## src/hdl/chbd_pkg.sv

```systemverilog
package chbd_pkg;

  // Size field and body length widths
  localparam int SIZE_BITS   = 32;
  localparam int LENGTH_BITS = 24;

  // Depth of the queue between parser and emitter
  localparam int QUEUE_DEPTH = 4;
  localparam int QPTR_W      = $clog2(QUEUE_DEPTH);
  localparam int QCNT_W      = $clog2(QUEUE_DEPTH + 1);

  // Result kinds
  localparam logic [1:0] KIND_PAYLOAD  = 2'd0;
  localparam logic [1:0] KIND_COMPLETE = 2'd1;
  localparam logic [1:0] KIND_ERROR    = 2'd2;

  // Error codes
  localparam logic [1:0] ERR_SIZE_LINE  = 2'd0;
  localparam logic [1:0] ERR_TERMINATOR = 2'd1;
  localparam logic [1:0] ERR_EARLY_END  = 2'd2;

  // Characters of the line syntax
  localparam logic [7:0] CH_CR    = 8'h0D;
  localparam logic [7:0] CH_LF    = 8'h0A;
  localparam logic [7:0] CH_SPACE = 8'h20;
  localparam logic [7:0] CH_TAB   = 8'h09;

  // One queued input transaction: its first result, and whether an
  // early-end error follows it
  typedef struct packed {
    logic [1:0]             kind;
    logic [7:0]             payload_byte;
    logic [1:0]             error_code;
    logic [LENGTH_BITS-1:0] body_length;
    logic                   extra_eod;
  } chbd_entry_t;

endpackage

```

## src/hdl/chbd_front.sv

```systemverilog
module chbd_front (
  input  logic                 clk,
  input  logic                 rst_n,
  input  logic                 in_valid,
  input  logic                 in_stall,
  input  logic [7:0]           in_data_byte,
  input  logic                 in_end_of_data,
  output logic                 push,
  output chbd_pkg::chbd_entry_t push_entry
);
  import chbd_pkg::*;

  localparam logic [3:0] PH_LEAD       = 4'd0;
  localparam logic [3:0] PH_DIGITS     = 4'd1;
  localparam logic [3:0] PH_EXT        = 4'd2;
  localparam logic [3:0] PH_SIZE_LF    = 4'd3;
  localparam logic [3:0] PH_DATA       = 4'd4;
  localparam logic [3:0] PH_DATA_CR    = 4'd5;
  localparam logic [3:0] PH_DATA_LF    = 4'd6;
  localparam logic [3:0] PH_TR_START   = 4'd7;
  localparam logic [3:0] PH_TR_LINE    = 4'd8;
  localparam logic [3:0] PH_TR_LINE_LF = 4'd9;
  localparam logic [3:0] PH_TR_END_LF  = 4'd10;

  logic [3:0]             phase_r, phase_nxt;
  logic [SIZE_BITS-1:0]   chunk_r, chunk_nxt;
  logic [LENGTH_BITS-1:0] len_r, len_nxt;
  logic                   discard_r, discard_nxt;

  logic                   accept;
  logic                   hex_ok;
  logic [3:0]             hex_v;
  logic                   first_vld;
  logic [1:0]             first_kind;
  logic [7:0]             first_byte;
  logic [1:0]             first_err;
  logic [LENGTH_BITS-1:0] first_len;
  logic                   eod_err;

  assign accept = in_valid && !in_stall;

  // Decode a hex digit
  always_comb begin
    hex_ok = 1'b1;
    hex_v  = 4'd0;
    if (in_data_byte >= "0" && in_data_byte <= "9") begin
      hex_v = 4'(in_data_byte - "0");
    end else if (in_data_byte >= "a" && in_data_byte <= "f") begin
      hex_v = 4'(in_data_byte - "a" + 8'd10);
    end else if (in_data_byte >= "A" && in_data_byte <= "F") begin
      hex_v = 4'(in_data_byte - "A" + 8'd10);
    end else begin
      hex_ok = 1'b0;
    end
  end

  // Classify the byte and advance the parse state
  always_comb begin
    phase_nxt   = phase_r;
    chunk_nxt   = chunk_r;
    len_nxt     = len_r;
    discard_nxt = discard_r;
    first_vld   = 1'b0;
    first_kind  = KIND_ERROR;
    first_byte  = 8'd0;
    first_err   = ERR_SIZE_LINE;
    first_len   = '0;
    eod_err     = 1'b0;

    if (!discard_r) begin
      case (phase_r)
        PH_LEAD: begin
          if (in_data_byte == CH_SPACE || in_data_byte == CH_TAB) begin
            phase_nxt = PH_LEAD;
          end else if (hex_ok) begin
            chunk_nxt = {{(SIZE_BITS-4){1'b0}}, hex_v};
            phase_nxt = PH_DIGITS;
          end else begin
            first_vld   = 1'b1;
            discard_nxt = 1'b1;
          end
        end
        PH_DIGITS: begin
          if (hex_ok) begin
            if (chunk_r[SIZE_BITS-1 -: 4] != 4'd0) begin
              first_vld   = 1'b1;
              discard_nxt = 1'b1;
            end else begin
              chunk_nxt = {chunk_r[SIZE_BITS-5:0], hex_v};
            end
          end else if (in_data_byte == CH_CR) begin
            phase_nxt = PH_SIZE_LF;
          end else begin
            phase_nxt = PH_EXT;
          end
        end
        PH_EXT: begin
          if (in_data_byte == CH_CR) phase_nxt = PH_SIZE_LF;
        end
        PH_SIZE_LF: begin
          if (in_data_byte != CH_LF) begin
            first_vld   = 1'b1;
            discard_nxt = 1'b1;
          end else begin
            phase_nxt = (chunk_r == '0) ? PH_TR_START : PH_DATA;
          end
        end
        PH_DATA: begin
          first_vld  = 1'b1;
          first_kind = KIND_PAYLOAD;
          first_byte = in_data_byte;
          if (len_r != '1) len_nxt = len_r + 1'b1;
          chunk_nxt = chunk_r - 1'b1;
          if (chunk_r == {{(SIZE_BITS-1){1'b0}}, 1'b1}) phase_nxt = PH_DATA_CR;
        end
        PH_DATA_CR: begin
          if (in_data_byte != CH_CR) begin
            first_vld   = 1'b1;
            first_err   = ERR_TERMINATOR;
            discard_nxt = 1'b1;
          end else begin
            phase_nxt = PH_DATA_LF;
          end
        end
        PH_DATA_LF: begin
          if (in_data_byte != CH_LF) begin
            first_vld   = 1'b1;
            first_err   = ERR_TERMINATOR;
            discard_nxt = 1'b1;
          end else begin
            phase_nxt = PH_LEAD;
          end
        end
        PH_TR_START: begin
          phase_nxt = (in_data_byte == CH_CR) ? PH_TR_END_LF : PH_TR_LINE;
        end
        PH_TR_LINE: begin
          if (in_data_byte == CH_CR) phase_nxt = PH_TR_LINE_LF;
        end
        PH_TR_LINE_LF: begin
          if (in_data_byte == CH_LF) phase_nxt = PH_TR_START;
          else if (in_data_byte != CH_CR) phase_nxt = PH_TR_LINE;
        end
        default: begin
          // Empty line ends the trailer
          if (in_data_byte == CH_LF) begin
            first_vld   = 1'b1;
            first_kind  = KIND_COMPLETE;
            first_len   = len_r;
            discard_nxt = 1'b1;
          end else begin
            phase_nxt = (in_data_byte == CH_CR) ? PH_TR_LINE_LF : PH_TR_LINE;
          end
        end
      endcase
    end

    // End of message: flag an early end, then start over
    if (in_end_of_data) begin
      eod_err     = !discard_nxt;
      phase_nxt   = PH_LEAD;
      chunk_nxt   = '0;
      len_nxt     = '0;
      discard_nxt = 1'b0;
    end
  end

  // Build the queue entry
  always_comb begin
    push = accept && (first_vld || eod_err);
    if (first_vld) begin
      push_entry.kind         = first_kind;
      push_entry.payload_byte = first_byte;
      push_entry.error_code   = first_err;
      push_entry.body_length  = first_len;
      push_entry.extra_eod    = eod_err;
    end else begin
      push_entry.kind         = KIND_ERROR;
      push_entry.payload_byte = 8'd0;
      push_entry.error_code   = ERR_EARLY_END;
      push_entry.body_length  = '0;
      push_entry.extra_eod    = 1'b0;
    end
  end

  // Update state on each accepted transaction
  always_ff @(posedge clk) begin
    if (!rst_n) begin
      phase_r   <= PH_LEAD;
      chunk_r   <= '0;
      len_r     <= '0;
      discard_r <= 1'b0;
    end else if (accept) begin
      phase_r   <= phase_nxt;
      chunk_r   <= chunk_nxt;
      len_r     <= len_nxt;
      discard_r <= discard_nxt;
    end
  end

endmodule

```

## src/hdl/chbd_queue.sv

```systemverilog
module chbd_queue (
  input  logic                  clk,
  input  logic                  rst_n,
  input  logic                  push,
  input  chbd_pkg::chbd_entry_t push_entry,
  input  logic                  pop,
  output chbd_pkg::chbd_entry_t head_entry,
  output logic                  empty,
  output logic                  full
);
  import chbd_pkg::*;

  chbd_entry_t       mem_r [QUEUE_DEPTH];
  logic [QPTR_W-1:0] wr_ptr_r, rd_ptr_r;
  logic [QCNT_W-1:0] count_r, count_nxt;

  assign empty      = (count_r == '0);
  assign full       = (count_r == QCNT_W'(QUEUE_DEPTH));
  assign head_entry = mem_r[rd_ptr_r];

  // Track occupancy
  always_comb begin
    count_nxt = count_r;
    if (push && !pop) count_nxt = count_r + 1'b1;
    else if (pop && !push) count_nxt = count_r - 1'b1;
  end

  // Write entries
  always_ff @(posedge clk) begin
    if (push) mem_r[wr_ptr_r] <= push_entry;
  end

  // Advance pointers
  always_ff @(posedge clk) begin
    if (!rst_n) begin
      wr_ptr_r <= '0;
      rd_ptr_r <= '0;
      count_r  <= '0;
    end else begin
      if (push) begin
        wr_ptr_r <= (wr_ptr_r == QPTR_W'(QUEUE_DEPTH - 1)) ? '0 : wr_ptr_r + 1'b1;
      end
      if (pop) begin
        rd_ptr_r <= (rd_ptr_r == QPTR_W'(QUEUE_DEPTH - 1)) ? '0 : rd_ptr_r + 1'b1;
      end
      count_r <= count_nxt;
    end
  end

  a_no_overflow: assert property (@(posedge clk) disable iff (!rst_n)
    full |-> !push) else $error("queue push while full");
  a_no_underflow: assert property (@(posedge clk) disable iff (!rst_n)
    empty |-> !pop) else $error("queue pop while empty");
  a_count_bound: assert property (@(posedge clk) disable iff (!rst_n)
    count_r <= QCNT_W'(QUEUE_DEPTH)) else $error("queue count out of range");

endmodule

```

## src/hdl/chbd_back.sv

```systemverilog
module chbd_back (
  input  logic                         clk,
  input  logic                         rst_n,
  input  chbd_pkg::chbd_entry_t        head_entry,
  input  logic                         empty,
  output logic                         pop,
  output logic                         out_valid,
  input  logic                         out_stall,
  output logic [1:0]                   out_kind,
  output logic [7:0]                   out_payload_byte,
  output logic [1:0]                   out_error_code,
  output logic [chbd_pkg::LENGTH_BITS-1:0] out_body_length,
  output logic                         out_run_last
);
  import chbd_pkg::*;

  logic                   valid_r;
  logic                   pending_r;
  logic                   load;
  logic [1:0]             kind_r;
  logic [7:0]             byte_r;
  logic [1:0]             err_r;
  logic [LENGTH_BITS-1:0] len_r;
  logic                   last_r;

  assign load = !valid_r || !out_stall;
  assign pop  = load && !pending_r && !empty;

  // Control: output valid and the pending early-end error
  always_ff @(posedge clk) begin
    if (!rst_n) begin
      valid_r   <= 1'b0;
      pending_r <= 1'b0;
    end else if (load) begin
      if (pending_r) begin
        valid_r   <= 1'b1;
        pending_r <= 1'b0;
      end else if (!empty) begin
        valid_r   <= 1'b1;
        pending_r <= head_entry.extra_eod;
      end else begin
        valid_r <= 1'b0;
      end
    end
  end

  // Payload of the output register
  always_ff @(posedge clk) begin
    if (load) begin
      if (pending_r) begin
        kind_r <= KIND_ERROR;
        byte_r <= 8'd0;
        err_r  <= ERR_EARLY_END;
        len_r  <= '0;
        last_r <= 1'b1;
      end else begin
        kind_r <= head_entry.kind;
        byte_r <= head_entry.payload_byte;
        err_r  <= head_entry.error_code;
        len_r  <= head_entry.body_length;
        last_r <= !head_entry.extra_eod;
      end
    end
  end

  assign out_valid        = valid_r;
  assign out_kind         = kind_r;
  assign out_payload_byte = byte_r;
  assign out_error_code   = err_r;
  assign out_body_length  = len_r;
  assign out_run_last     = last_r;

  a_pending_shown: assert property (@(posedge clk) disable iff (!rst_n)
    pending_r |-> valid_r && !last_r) else $error("pending error without a first result");
  a_pending_next: assert property (@(posedge clk) disable iff (!rst_n)
    pending_r && !out_stall |=> valid_r && last_r && kind_r == KIND_ERROR)
    else $error("early-end error not emitted");
  a_hold: assert property (@(posedge clk) disable iff (!rst_n)
    valid_r && out_stall |=> valid_r && $stable(last_r) && $stable(kind_r))
    else $error("stalled result changed");

endmodule

```

## src/hdl/http_chunked_body_decoder_unit.sv

```systemverilog
// The first result of an accepted byte is written into the queue and then
// loaded into the output register when the output does not stall.
// Throughput: one byte per cycle while in_stall is low; a payload byte that
// also ends the message gives two results, presented one after the other.
// A 4-entry queue sits between the byte parser and the result register.
// Reset: rst_n synchronous active low; clears parse state, queue and output.
module http_chunked_body_decoder_unit (
  input  logic                             clk,
  input  logic                             rst_n,
  input  logic                             in_valid,
  output logic                             in_stall,
  input  logic [7:0]                       in_data_byte,
  input  logic                             in_end_of_data,
  output logic                             out_valid,
  input  logic                             out_stall,
  output logic [1:0]                       out_kind,
  output logic [7:0]                       out_payload_byte,
  output logic [1:0]                       out_error_code,
  output logic [chbd_pkg::LENGTH_BITS-1:0] out_body_length,
  output logic                             out_run_last
);
  import chbd_pkg::*;

  logic        push;
  logic        pop;
  logic        empty;
  logic        full;
  chbd_entry_t push_entry;
  chbd_entry_t head_entry;

  // Stall input while the queue has no room
  assign in_stall = full;

  chbd_front u_front (
    .clk            (clk),
    .rst_n          (rst_n),
    .in_valid       (in_valid),
    .in_stall       (full),
    .in_data_byte   (in_data_byte),
    .in_end_of_data (in_end_of_data),
    .push           (push),
    .push_entry     (push_entry)
  );

  chbd_queue u_queue (
    .clk        (clk),
    .rst_n      (rst_n),
    .push       (push),
    .push_entry (push_entry),
    .pop        (pop),
    .head_entry (head_entry),
    .empty      (empty),
    .full       (full)
  );

  chbd_back u_back (
    .clk              (clk),
    .rst_n            (rst_n),
    .head_entry       (head_entry),
    .empty            (empty),
    .pop              (pop),
    .out_valid        (out_valid),
    .out_stall        (out_stall),
    .out_kind         (out_kind),
    .out_payload_byte (out_payload_byte),
    .out_error_code   (out_error_code),
    .out_body_length  (out_body_length),
    .out_run_last     (out_run_last)
  );

endmodule

```

## config.mk

```make
export PLATFORM = sky130hd
export DESIGN_NAME = http_chunked_body_decoder_unit
export DESIGN_NICKNAME = d
export VERILOG_FILES = /design/src/hdl/chbd_pkg.sv /design/src/hdl/chbd_front.sv /design/src/hdl/chbd_queue.sv /design/src/hdl/chbd_back.sv /design/src/hdl/http_chunked_body_decoder_unit.sv
export SDC_FILE = /design/constraint.sdc
export NUM_CORES = 1
export LEC_CHECK = 0
export ABC_CLOCK_PERIOD_IN_PS = 4200
export BUFFER_PORTS_ARGS = -buffer_cell sky130_fd_sc_hd__buf_4
export CAP_MARGIN = 10
export CORE_UTILIZATION = 61
export CTS_BUF_LIST = sky130_fd_sc_hd__clkbuf_16
export CTS_CLUSTER_DIAMETER = 30
export CTS_CLUSTER_SIZE = 24
export DETAILED_ROUTE_END_ITERATION = 10
export PLACE_DENSITY = 0.75
export SETUP_SLACK_MARGIN = 0.5
export SYNTH_ARGS = -nofsm -noshare
export SYNTH_HDL_FRONTEND = slang
export SYNTH_HIERARCHICAL = 1
export SYNTH_SLANG_ARGS = --single-unit
```

## constraint.sdc

```tcl
create_clock -name clk -period 4.2 [get_ports clk]
set_input_delay 0.42 -clock clk [delete_from_list [all_inputs] [get_ports clk]]
set_output_delay 0.42 -clock clk [all_outputs]
set_load 0.02 [all_outputs]
```

=== Yosys cells after proc, flatten, opt, wreduce, memory -nomap -nowiden ===
Memory sizes are Yosys's and may differ from the RTL's. A register that Yosys moved wholly into a read port is not among the register bits.
Cells that the tools add are included.
Widths: inputs -> output; s select.

* ROM bits: 0
* Bits in latches: 0
* Register bits after elaboration: 107
* Bits in writable memories: 148
* Word-level logic and storage cells: 178
* Output and inout port bits: 39
* Input bits: 13
* Memories kept: 1

* $add $sub $neg: 11
* Muxes and demuxes: 74
* Magnitude comparators: 6
* Multipliers: 0
* Div/mod/pow operators: 0
* Equal/unequal tests: 35
* Bitwise operators: 0
* Reduce and logical (&&, ||, !) cells: 37
* Shift operators: 0

{| class="wikitable"
|+ Memories
! name !! words !! bits a word !! rd ports !! clocked after memory_dff !! wr ports !! RTL line !! RTL
|-
| u_queue.mem_r || 4 || 37 || 1 || 1 || 1 || chbd_queue.sv:13 || <nowiki>chbd_entry_t mem_r [QUEUE_DEPTH];</nowiki>
|}

{| class="wikitable"
|+ Operators with widths
! cell !! number
|-
| $mux 32 || 6
|-
| $mux 24 || 7
|-
| $pmux 32 s3 || 1
|-
| $mux 4 || 17
|-
| $pmux 4 s10 || 1
|-
| $mux 37 || 1
|-
| $eq 32x1->1 const B || 1
|-
| $logic_not 32->1 || 1
|-
| $sub 32x1->32 const B || 1
|-
| $add 24x1->24 const B || 1
|-
| $eq 8x4->1 const B || 3
|-
| $mux 1 || 24
|-
| $ne 24x24->1 const B || 1
|-
| $mux 2 || 9
|-
| $ne 3x3->1 const B || 6
|-
| $eq 4x3->1 const B || 4
|-
| $ge 8x7->1 const B || 2
|-
| $le 8x7->1 const B || 2
|-
| $mux 8 || 2
|-
| $ne 8x4->1 const B || 2
|-
| $ne 3x2->1 const B || 5
|-
| $ne 12x12->1 const B || 1
|-
| $reduce_and 12->1 || 1
|-
| $sub 4x1->4 const B || 3
|-
| 32 further kinds || 61
|}

=== Depth between registers and ports, before layout ===
Gate-level depths: netlist of the first run.

* Word-level depth: 17
* Depth in mapped cells: 14

=== By module ===
The synthesis of the first run kept the hierarchy.

{| class="wikitable"
|+ By module, submodules not included
! module !! area each (um2) !! instances !! sequential area each (um2) !! cells an instance
|-
| chbd_queue || 5853.1 || 1 || 4624.4 || 237
|-
| chbd_front || 4249.1 || 1 || 1221.2 || 553
|-
| chbd_back || 1473.9 || 1 || 1151.1 || 87
|}

=== Worst setup path after synthesis of the first run ===
OpenSTA, ideal clock, no wires.

* Path type: input port to flip-flop
* From: input in_data_byte[3]
* To: memory u_queue/mem_r[0][0] (netlist name), enable pin
* Stages: 7
* Arrival time: 3097 ps
* Data required time: 3802 ps
* Setup time: 398 ps
* Setup slack: 706 ps
* Cells stage by stage: or4b_1 > nor3b_2 > or2_2 > nand3_1 > and3_1 > a31oi_1 > and2_1

* Word-level cells in the longest chain between the ends: 15

{| class="wikitable"
|+ RTL lines
! item !! RTL line !! RTL
|-
| from (decl) || http_chunked_body_decoder_unit.sv:12 || <nowiki>input logic [7:0] in_data_byte,</nowiki>
|-
| $ge 8x7->1 or $le 8x7->1 (tied branches) || chbd_front.sv:50 || <nowiki>end else if (in_data_byte >= "A" && in_data_byte <= "F") begin</nowiki>
|-
| $logic_and 1x1->1 || chbd_front.sv:50 ||
|-
| $mux 1 || chbd_front.sv:50 ||
|-
| $mux 1 || chbd_front.sv:48 || <nowiki>end else if (in_data_byte >= "a" && in_data_byte <= "f") begin</nowiki>
|-
| $mux 1 || chbd_front.sv:46 || <nowiki>if (in_data_byte >= "0" && in_data_byte <= "9") begin</nowiki>
|-
| $mux 1 || chbd_front.sv:75 || <nowiki>end else if (hex_ok) begin</nowiki>
|-
| $mux 1 || chbd_front.sv:73 || <nowiki>if (in_data_byte == CH_SPACE || in_data_byte == CH_TAB) begin</nowiki>
|-
| $pmux 1 s5 || chbd_front.sv:71 || <nowiki>case (phase_r)</nowiki>
|-
| $mux 1 || chbd_front.sv:70 || <nowiki>if (!discard_r) begin</nowiki>
|-
| $logic_not 1->1 || chbd_front.sv:160 || <nowiki>eod_err = !discard_nxt;</nowiki>
|-
| $mux 1 || chbd_front.sv:159 || <nowiki>if (in_end_of_data) begin</nowiki>
|-
| $logic_or 1x1->1 (*) || chbd_front.sv:170 || <nowiki>push = accept && (first_vld || eod_err);</nowiki>
|-
| $logic_and 1x1->1 (*) || chbd_front.sv:170 ||
|-
| via push || http_chunked_body_decoder_unit.sv:24 || <nowiki>logic push;</nowiki>
|-
| $mux 1 (*) || chbd_queue.sv:30 || <nowiki>if (push) mem_r[wr_ptr_r] <= push_entry;</nowiki>
|-
| $mux 1 (implied by the code) (*) || chbd_queue.sv:30 ||
|-
| to (decl) || chbd_queue.sv:13 ||
|}

The timed path passes the listed nets; every way through them passes the cells marked *.

=== Worst setup path in the final report of the first run ===
* From: register u_front.phase_r[0]
* To: register u_queue.count_r[2]

* Word-level cells in the longest chain between the ends: 11

{| class="wikitable"
|+ RTL lines
! item !! RTL line !! RTL
|-
| from (decl) || chbd_front.sv:25 || <nowiki>logic [3:0] phase_r, phase_nxt;</nowiki>
|-
| from (signal assigned) || chbd_front.sv:194 || <nowiki>phase_r <= phase_nxt;</nowiki>
|-
| $eq 4x2->1 (tied with other cells) || chbd_front.sv:71 ||
|-
| $reduce_or 5->1 (no line) or $reduce_or 2->1 (tied branches) || -- ||
|-
| $pmux 1 s5 || chbd_front.sv:71 ||
|-
| $mux 1 || chbd_front.sv:70 ||
|-
| $logic_not 1->1 || chbd_front.sv:160 ||
|-
| $mux 1 || chbd_front.sv:159 ||
|-
| $logic_or 1x1->1 (*) || chbd_front.sv:170 ||
|-
| $logic_and 1x1->1 (*) || chbd_front.sv:170 ||
|-
| via push || http_chunked_body_decoder_unit.sv:24 ||
|-
| $logic_not 1->1 || chbd_queue.sv:25 || <nowiki>else if (pop && !push) count_nxt = count_r - 1'b1;</nowiki>
|-
| $logic_and 1x1->1 || chbd_queue.sv:25 ||
|-
| $reduce_bool 2->1 (no line) || -- ||
|-
| to (signal assigned) || chbd_queue.sv:46 || <nowiki>count_r <= count_nxt;</nowiki>
|-
| to (decl) || chbd_queue.sv:15 || <nowiki>logic [QCNT_W-1:0] count_r, count_nxt;</nowiki>
|}

Marks and branches as above.
A chain may end at the register's enable or synchronous reset.

==> impl_metrics.toml, run 1 <==
[global_route]
grtUsageMet3_pct = 5.95
top_usage_layer = "met2"
first_global_vias = 7609
overflow = 0
use_met2_pct = 43.4
grt_max_degree = 40
grt_pass1_wl_mm = 41.4
antenna_found_initial = 1
grt_util_met1_pct = 37.9
grt.total_usage_pct = 27.5

[setup_path]
cp_top_family = "compound AO/OA/AOI/OAI gates"
crit_fanout = 16
path_class = "flop to flop"
path_cells = "nor2b_1 > o21ai_0 > o22ai_1 > a22oi_1 > and3_1 > a31oi_1 > ha_1 > inv_1 > fa_1 > xor2_1 > or3_1 > a21boi_0"
critPathBufInv = 1
start_kind = "flop"
max_stage_delay_ns = 0.65
setup.worst_path.end_class = "flop"
path_depth = 12
cp.arrival_ns = 3.78
required_ns = 4.65
slowest_stage = "dfxtp_1"
ff2ff_path_depth = 12

[floorplan]
die_x_um = 140
floorplan.initialDensity_pct = 62.1
dieArea_sq_um = 19500
die_y_um = 140
io_pins = 52
coreArea_sq_um = 18600
fp-row-count = 50

[synth]
synth_edf_count = 185
syn_avg_cell_area_sq_um = 13.2
async_flop_share_pct = 0
ys_warn_count = 6
ys_seq_area_share_pct = 60.4
syn_inst = 877
synth_seq_cells = 257
syn_area_sq_um = 11600
synth_flop_cell = "edfxtp_1"
synth_cell_types = 80
synth_nets = 904

[timing]
min_period_ns = 3.34
hold_violations = 0
setup_viol = 0
timing.fmax_mhz = 300
fin_worst_skew_ns = 0.0107
setup_tns_ns = 0
tightest_slew_ns = 0.981
min_period_over_period_pct = 79.4
slew_violations = 0
rsz0062_at_grt = "false"
slew_headroom_pct = 34.4

[detailed_routing]
drt-total-wl_mm = 25.9
via_per_inst = 6.31
route.detailed.drc = 0
dr.pass1.iters = 8
vias = 7674
drt_iter0_drc = 655
ant_nets = 0
avgRoutedWirePerCell_um = 21.3

[placed_design]
dp_hpwl_mm = 16.0
place_congestion = 0.885
dpl.cell_count = 1132
buffer_ports.inserted = 51

[cells_and_area]
drive_gt1_share_pct = 19.7
stdcell_count = 1217
fin_nets = 974
syn_to_final_growth_pct = 18.0
nFillCells = 1188

[power_and_ir_drop]
power_mw = 8.51
powerDensity_nw_per_um2 = 623
combPwrFrac_pct = 18.8
switching_share_pct = 27.2
pwr-share-seq_pct = 39.0
power_switching_mw = 2.31
pwr-share-clk_pct = 42.1
internal-power_mw = 6.20
worst_ir_drop_vdd_uv = 471
power.leakage_nw = 4.86

[cts]
tritoncts = "built"
cts_resized = 0
post_cts_buffers = 0
cts_buffer_depth = 3
clock-sinks = 257
htree_levels = 2
cts_buffers = 47
clkLatencyLatePin_ns = 0.53
cts_root_buffer = "clkbuf_16"
clk_pin_slew_ns = 0.05
cts.hold.buffers_added = 0

[status]
outcome = "finished clean"

[worst_hold_path]
hold_path.class = "input pin to flop"
holdPathStages = 3

[run]
cap_violations = 0
flip-flops by register name, indices dropped and copies added (netlist names), named ones only:
| register | flops |
|---|---|
| u_queue/count_r | 3 |
| u_back/out_payload_byte | 8 |
| u_back/out_error_code | 2 |
| u_back/out_valid | 1 |
| u_queue/rd_ptr_r | 2 |
| u_front/phase_r | 4 |
| u_queue/mem_r | 148 |
| u_back/out_kind | 2 |
| u_front/discard_r | 1 |
| u_queue/wr_ptr_r | 2 |
| u_back/out_body_length | 24 |
| u_front/len_r | 24 |
| u_back/out_run_last | 1 |
| u_back/pending_r | 1 |
| u_front/chunk_r | 32 |
synthesized netlist by cell type (all sizes together), types with 13 or more instances:
| library cell | number | area [sq um] |
|---|---|---|
| nand3 | 24 | 120 |
| dfxtp | 72 | 1440 |
| and2 | 36 | 225 |
| ha | 13 | 163 |
| o21ai | 48 | 248 |
| nor3 | 29 | 150 |
| edfxtp | 185 | 5560 |
| a22oi | 14 | 105 |
| buf | 17 | 163 |
| xor2 | 31 | 272 |
| a21oi | 30 | 154 |
| nor4 | 17 | 113 |
| nor2 | 49 | 184 |
| or3 | 13 | 81.3 |
| nor2b | 47 | 294 |
| clkbuf | 27 | 103 |
| nand2 | 41 | 154 |
| and3 | 16 | 100 |
| mux4 | 37 | 860 |
final cells by class:
cell class	count	area, sq um	share of cell area [%]
inverters	12	45.0	0.330
repair buffers	65	513	3.76
well taps	234	293	2.14
multi-input cells	564	4280	31.4
diodes	1	2.50	0.0183
flip-flops and latches	257	7000	51.2
clock inverters	37	350	2.56
clock buffers	47	1180	8.61
worst paths after layout:
| path | slack [ns] | from | endpoint |
|---|---|---|---|
| min reg2reg | 0.49 | u_front/len_r[12] | u_front/len_r[12] |
| max | 0.86 | u_front/phase_r[0] | u_queue/count_r[2] |
| max reg2reg | 0.86 | u_front/phase_r[0] | u_queue/count_r[2] |
| min | 0.21 | out_stall | u_back/out_valid |
through the flow:
| stage | hold WS [ns] | utilization, % | setup WS (ns) | area (sq um) |
|---|---|---|---|---|
| finish | 0.209 | 73.3 | 0.864 | 13700 |
| global route | 0.211 | 73.3 | 0.620 | 13700 |
| CTS | 0.201 | 73.3 | 0.935 | 13700 |
| detailed placement | 0.485 | 65.1 | 0.599 | 12100 |
| global placement | 0.479 | 65.1 | 0.684 | 12100 |
| floorplan | 0.462 | - | 0.706 | 11600 |
worst min-delay path, delay by kind of cell:
| kind | cells | cell delay (ns) |
|---|---|---|
| AO/OA/AOI/OAI | 2 | 0.17 |
| buffers and inverters | 1 | 0.10 |
power groups by stage:
stage | sequential, mW | clock [mW] | combinational [mW]
after detailed placement | 3.36 | 0 | 1.59
final | 3.32 | 3.59 | 1.60
after global routing | 3.36 | 3.73 | 1.71
after CTS | 3.33 | 3.63 | 1.62
after global placement | 3.35 | 0 | 1.56
after floorplan | 3.53 | 0 | 0.924
placed cells by master (no fill, tap or decap), types with 4 or more instances in the layout:
cell	netlist	layout
nand2b_1	6	6
inv_1	10	16
clkbuf_16	0	47
mux4_1	7	7
nand3_1	24	24
a222oi_1	6	6
mux2i_1	10	10
xnor2_1	10	10
or2_2	6	6
clkinvlp_4	0	6
nand4_1	9	9
mux4_2	30	30
clkinv_4	0	6
nor4_1	16	16
bufinv_16	0	4
and2_1	35	35
nand2_1	41	40
o21ai_0	42	42
edfxtp_1	185	185
nor3b_1	4	4
and3_1	16	16
or3_1	13	13
a21oi_1	29	29
xor2_1	31	31
o21a_1	4	4
a22oi_1	14	14
nor2b_1	47	47
nor3_1	28	27
nor2_1	49	49
inv_6	0	7
o21ai_1	4	4
clkinv_1	2	5
ha_1	13	13
and4_1	4	4
buf_4	1	63
dfxtp_1	72	71
logic make-up (layout without fill, tap and decap cells):
kind of cell / Yosys count / after routing / synth area share (%)
simple gates: 322 / 322 / 15.8
flops: 257 / 257 / 60.4
compound gates: 140 / 140 / 8.11
buf+inv: 56 / 161 / 2.68
mux: 47 / 47 / 8.29
xor+xnor: 41 / 41 / 3.10
fa+ha+maj: 14 / 14 / 1.58
other cells: 0 / 1 / 0
per-layer routing:
metal	wire (um)	vias to the layer above
li1	-	3512
met1	11000	3817
met2	12600	297
met3	1790	48
met4	506	0
met5	0	-
Power figures use the tool's default switching activity.
==> inputs of run 2 (changes only) <==
Settings changed: ABC_CLOCK_PERIOD_IN_PS 4200 to 3450.
Clock period 4.2 ns to 3.45 ns, I/O delays scaled along.
==> run 2 against run 1 <==
Sequential power grew 21%. Utilization grew 1.4 points. Largest power group unchanged. Register-to-register slack lost 0.38 ns. Via count shrank 0.46%. Worst setup slack lost 0.38 ns. Count of clock-buffer cells in the layout shrank 1. First-iteration DRC count shrank 16%. Largest cell class unchanged. Critical path depth is the same.
==> impl_metrics.toml, run 2 (synthesis gave the netlist of run 1 again) <==
[cells_and_area]
largest_reg_flops = 148
final_cell_mix = "edfxtp_1 (185), buf_4 (77), dfxtp_1 (69)"
syn_to_final_growth_pct = 20.3
regMostFlops = "u_queue/mem_r"
drive_gt1_share_pct = 23.8
fin_nets = 989
top_regs = "u_queue/mem_r x148, u_front/chunk_r x32"
antennaDiodeCount = 0
final_area_sq_um = 13900
nFillCells = 1168
mostFrequentLayoutCell = "edfxtp_1"

[status]
outcome = "finished clean"

[power_and_ir_drop]
switching_share_pct = 26.6
power_switching_mw = 2.79
worst_ir_drop_vdd_uv = 589
combPwrFrac_pct = 19.5
pwr-share-clk_pct = 42.1
pwr-share-seq_pct = 38.4
internal-power_mw = 7.69
powerDensity_nw_per_um2 = 753
power.leakage_nw = 4.95

[setup_path]
path_cells = "nor2b_4 > o21ai_0 > o22ai_1 > a22oi_2 > and3_4 > a31oi_4 > ha_4 > inv_2 > fa_2 > xor2_2 > or3_4 > a21boi_2"
max_stage_delay_ns = 0.42
cp_top_family = "compound AO/OA/AOI/OAI gates"
required_ns = 3.90
path_class = "flop to flop"
cp.arrival_ns = 3.42
setup.worst_path.end_class = "flop"
critPathBufInv = 1
slowest_stage = "dfxtp_4"
crit_fanout = 11
start_kind = "flop"

[placed_design]
placed_area_sq_um = 12200
dp_hpwl_mm = 15.8
buffer_ports.inserted = 51
place_congestion = 0.894

[timing]
timing.fmax_mhz = 337
slew_headroom_pct = 30.5
setup_viol = 0
tightest_slew_ns = 1.04
rsz0062_at_grt = "true"
hold_violations = 0
holdWs_ns = 0.146
slew_violations = 0
min_period_over_period_pct = 86.1
setup_tns_ns = 0
fin_worst_skew_ns = 0.0192
min_period_ns = 2.97

[floorplan]
die_x_um = 140
dieArea_sq_um = 19500
io_pins = 52
fp-row-count = 50
coreArea_sq_um = 18600
die_y_um = 140
floorplan.initialDensity_pct = 62.1

[worst_hold_path]
hold_path.class = "input pin to flop"

[global_route]
first_global_vias = 7782
grt.total_usage_pct = 27.0
grt_pass1_wl_mm = 41.0
overflow = 0
antenna_found_initial = 0
grt_max_degree = 40

[detailed_routing]
ant_nets = 0
drt-total-wl_mm = 25.7
dr.pass1.iters = 5
drt_iter0_drc = 547
route.detailed.drc = 0
vias = 7639
via_per_inst = 6.21
avgRoutedWirePerCell_um = 20.9

[cts]
cts_buffers = 45
cts.hold.buffers_added = 0
cts_buffer_depth = 3
tritoncts = "built"
htree_levels = 2
clk_pin_slew_ns = 0.05
clock-sinks = 257
clkLatencyLatePin_ns = 0.53
cts_root_buffer = "clkbuf_16"

[run]
cap_violations = 0
-- run 2: cell count changes in the layout (fill, tap and decap cells not counted), sizes merged --
| cell | delta |
|---|---|
| clkinvlp | +1 |
| inv | -8 |
| buf | +17 |
| clkbuf | -1 |
| diode | -1 |
| bufinv | +2 |
| clkinv | +4 |
-- run 2: repair_timing --
action,CTS,global route
resized for setup,2,22
endpoints found under the setup margin,149,112
hold endpoints to repair,0,0
setup buffers,0,13
pin swaps,0,12
-- run 2: path summary, 6_finish.rpt --
kind                      start  depth (start not counted)                 end  slack, ns
max          u_front/phase_r[2]                         12  u_queue/count_r[2]       0.48
min                   out_stall                          3    u_back/out_valid       0.15
max reg2reg  u_front/phase_r[2]                         12  u_queue/count_r[2]       0.48
min reg2reg    u_front/len_r[1]                          2    u_front/len_r[1]       0.50
-- run 2: layout make-up --
class	count	area [sq um]	area share, %
flip-flops and latches	257	7000	50.3
multi-input cells	564	4410	31.7
clock buffers	46	1150	8.27
repair buffers	82	637	4.57
clock inverters	36	387	2.78
well taps	234	293	2.10
inverters	12	45.0	0.323
-- run 2: through the flow --
| stage | util [%] | worst slack (ns) | total power [mW] | std cells |
|---|---|---|---|---|
| final | 74.7 | 0.479 | 10.5 | 1231 |
| after global routing | 74.7 | 0.380 | 10.8 | 1231 |
| after global placement | 65.5 | 0.124 | 5.99 | 1136 |
| after CTS | 73.7 | 0.518 | 10.5 | 1218 |
| after floorplan | - | 0.520 | 5.45 | 877 |
| after detailed placement | 65.5 | -0.0460 | 6.07 | 1136 |
-- run 2: worst register-to-register path: stages (launching register included) --
cell and delay (ns):
dfxtp_4 0.42, nor2b_4 0.18, o21ai_0 0.10, o22ai_1 0.22, a22oi_2 0.13, and3_4 0.22, a31oi_4 0.30, ha_4 0.20
inv_2 0.04, fa_2 0.36, xor2_2 0.20, or3_4 0.39, a21boi_2 0.14
-- run 2: per-layer routing --
metal  global-route usage [%]  part of all wire (%)  up-vias
li1                         -                     -     3546
met1                     35.8                    42     3747
met2                     44.7                    49      292
met3                     4.92                   5.9       54
met4                     9.66                   2.4        0
met5                        0                     0        -
-- run 2: power by group through the flow --
stage / Combinational (mW) / Sequential [mW] / Clock [mW]
after global placement: 1.94 / 4.06 / 0
final: 2.04 / 4.02 / 4.41
after detailed placement: 1.99 / 4.08 / 0
after CTS: 2.01 / 4.03 / 4.47
after floorplan: 1.15 / 4.30 / 0
after global routing: 2.18 / 4.07 / 4.60
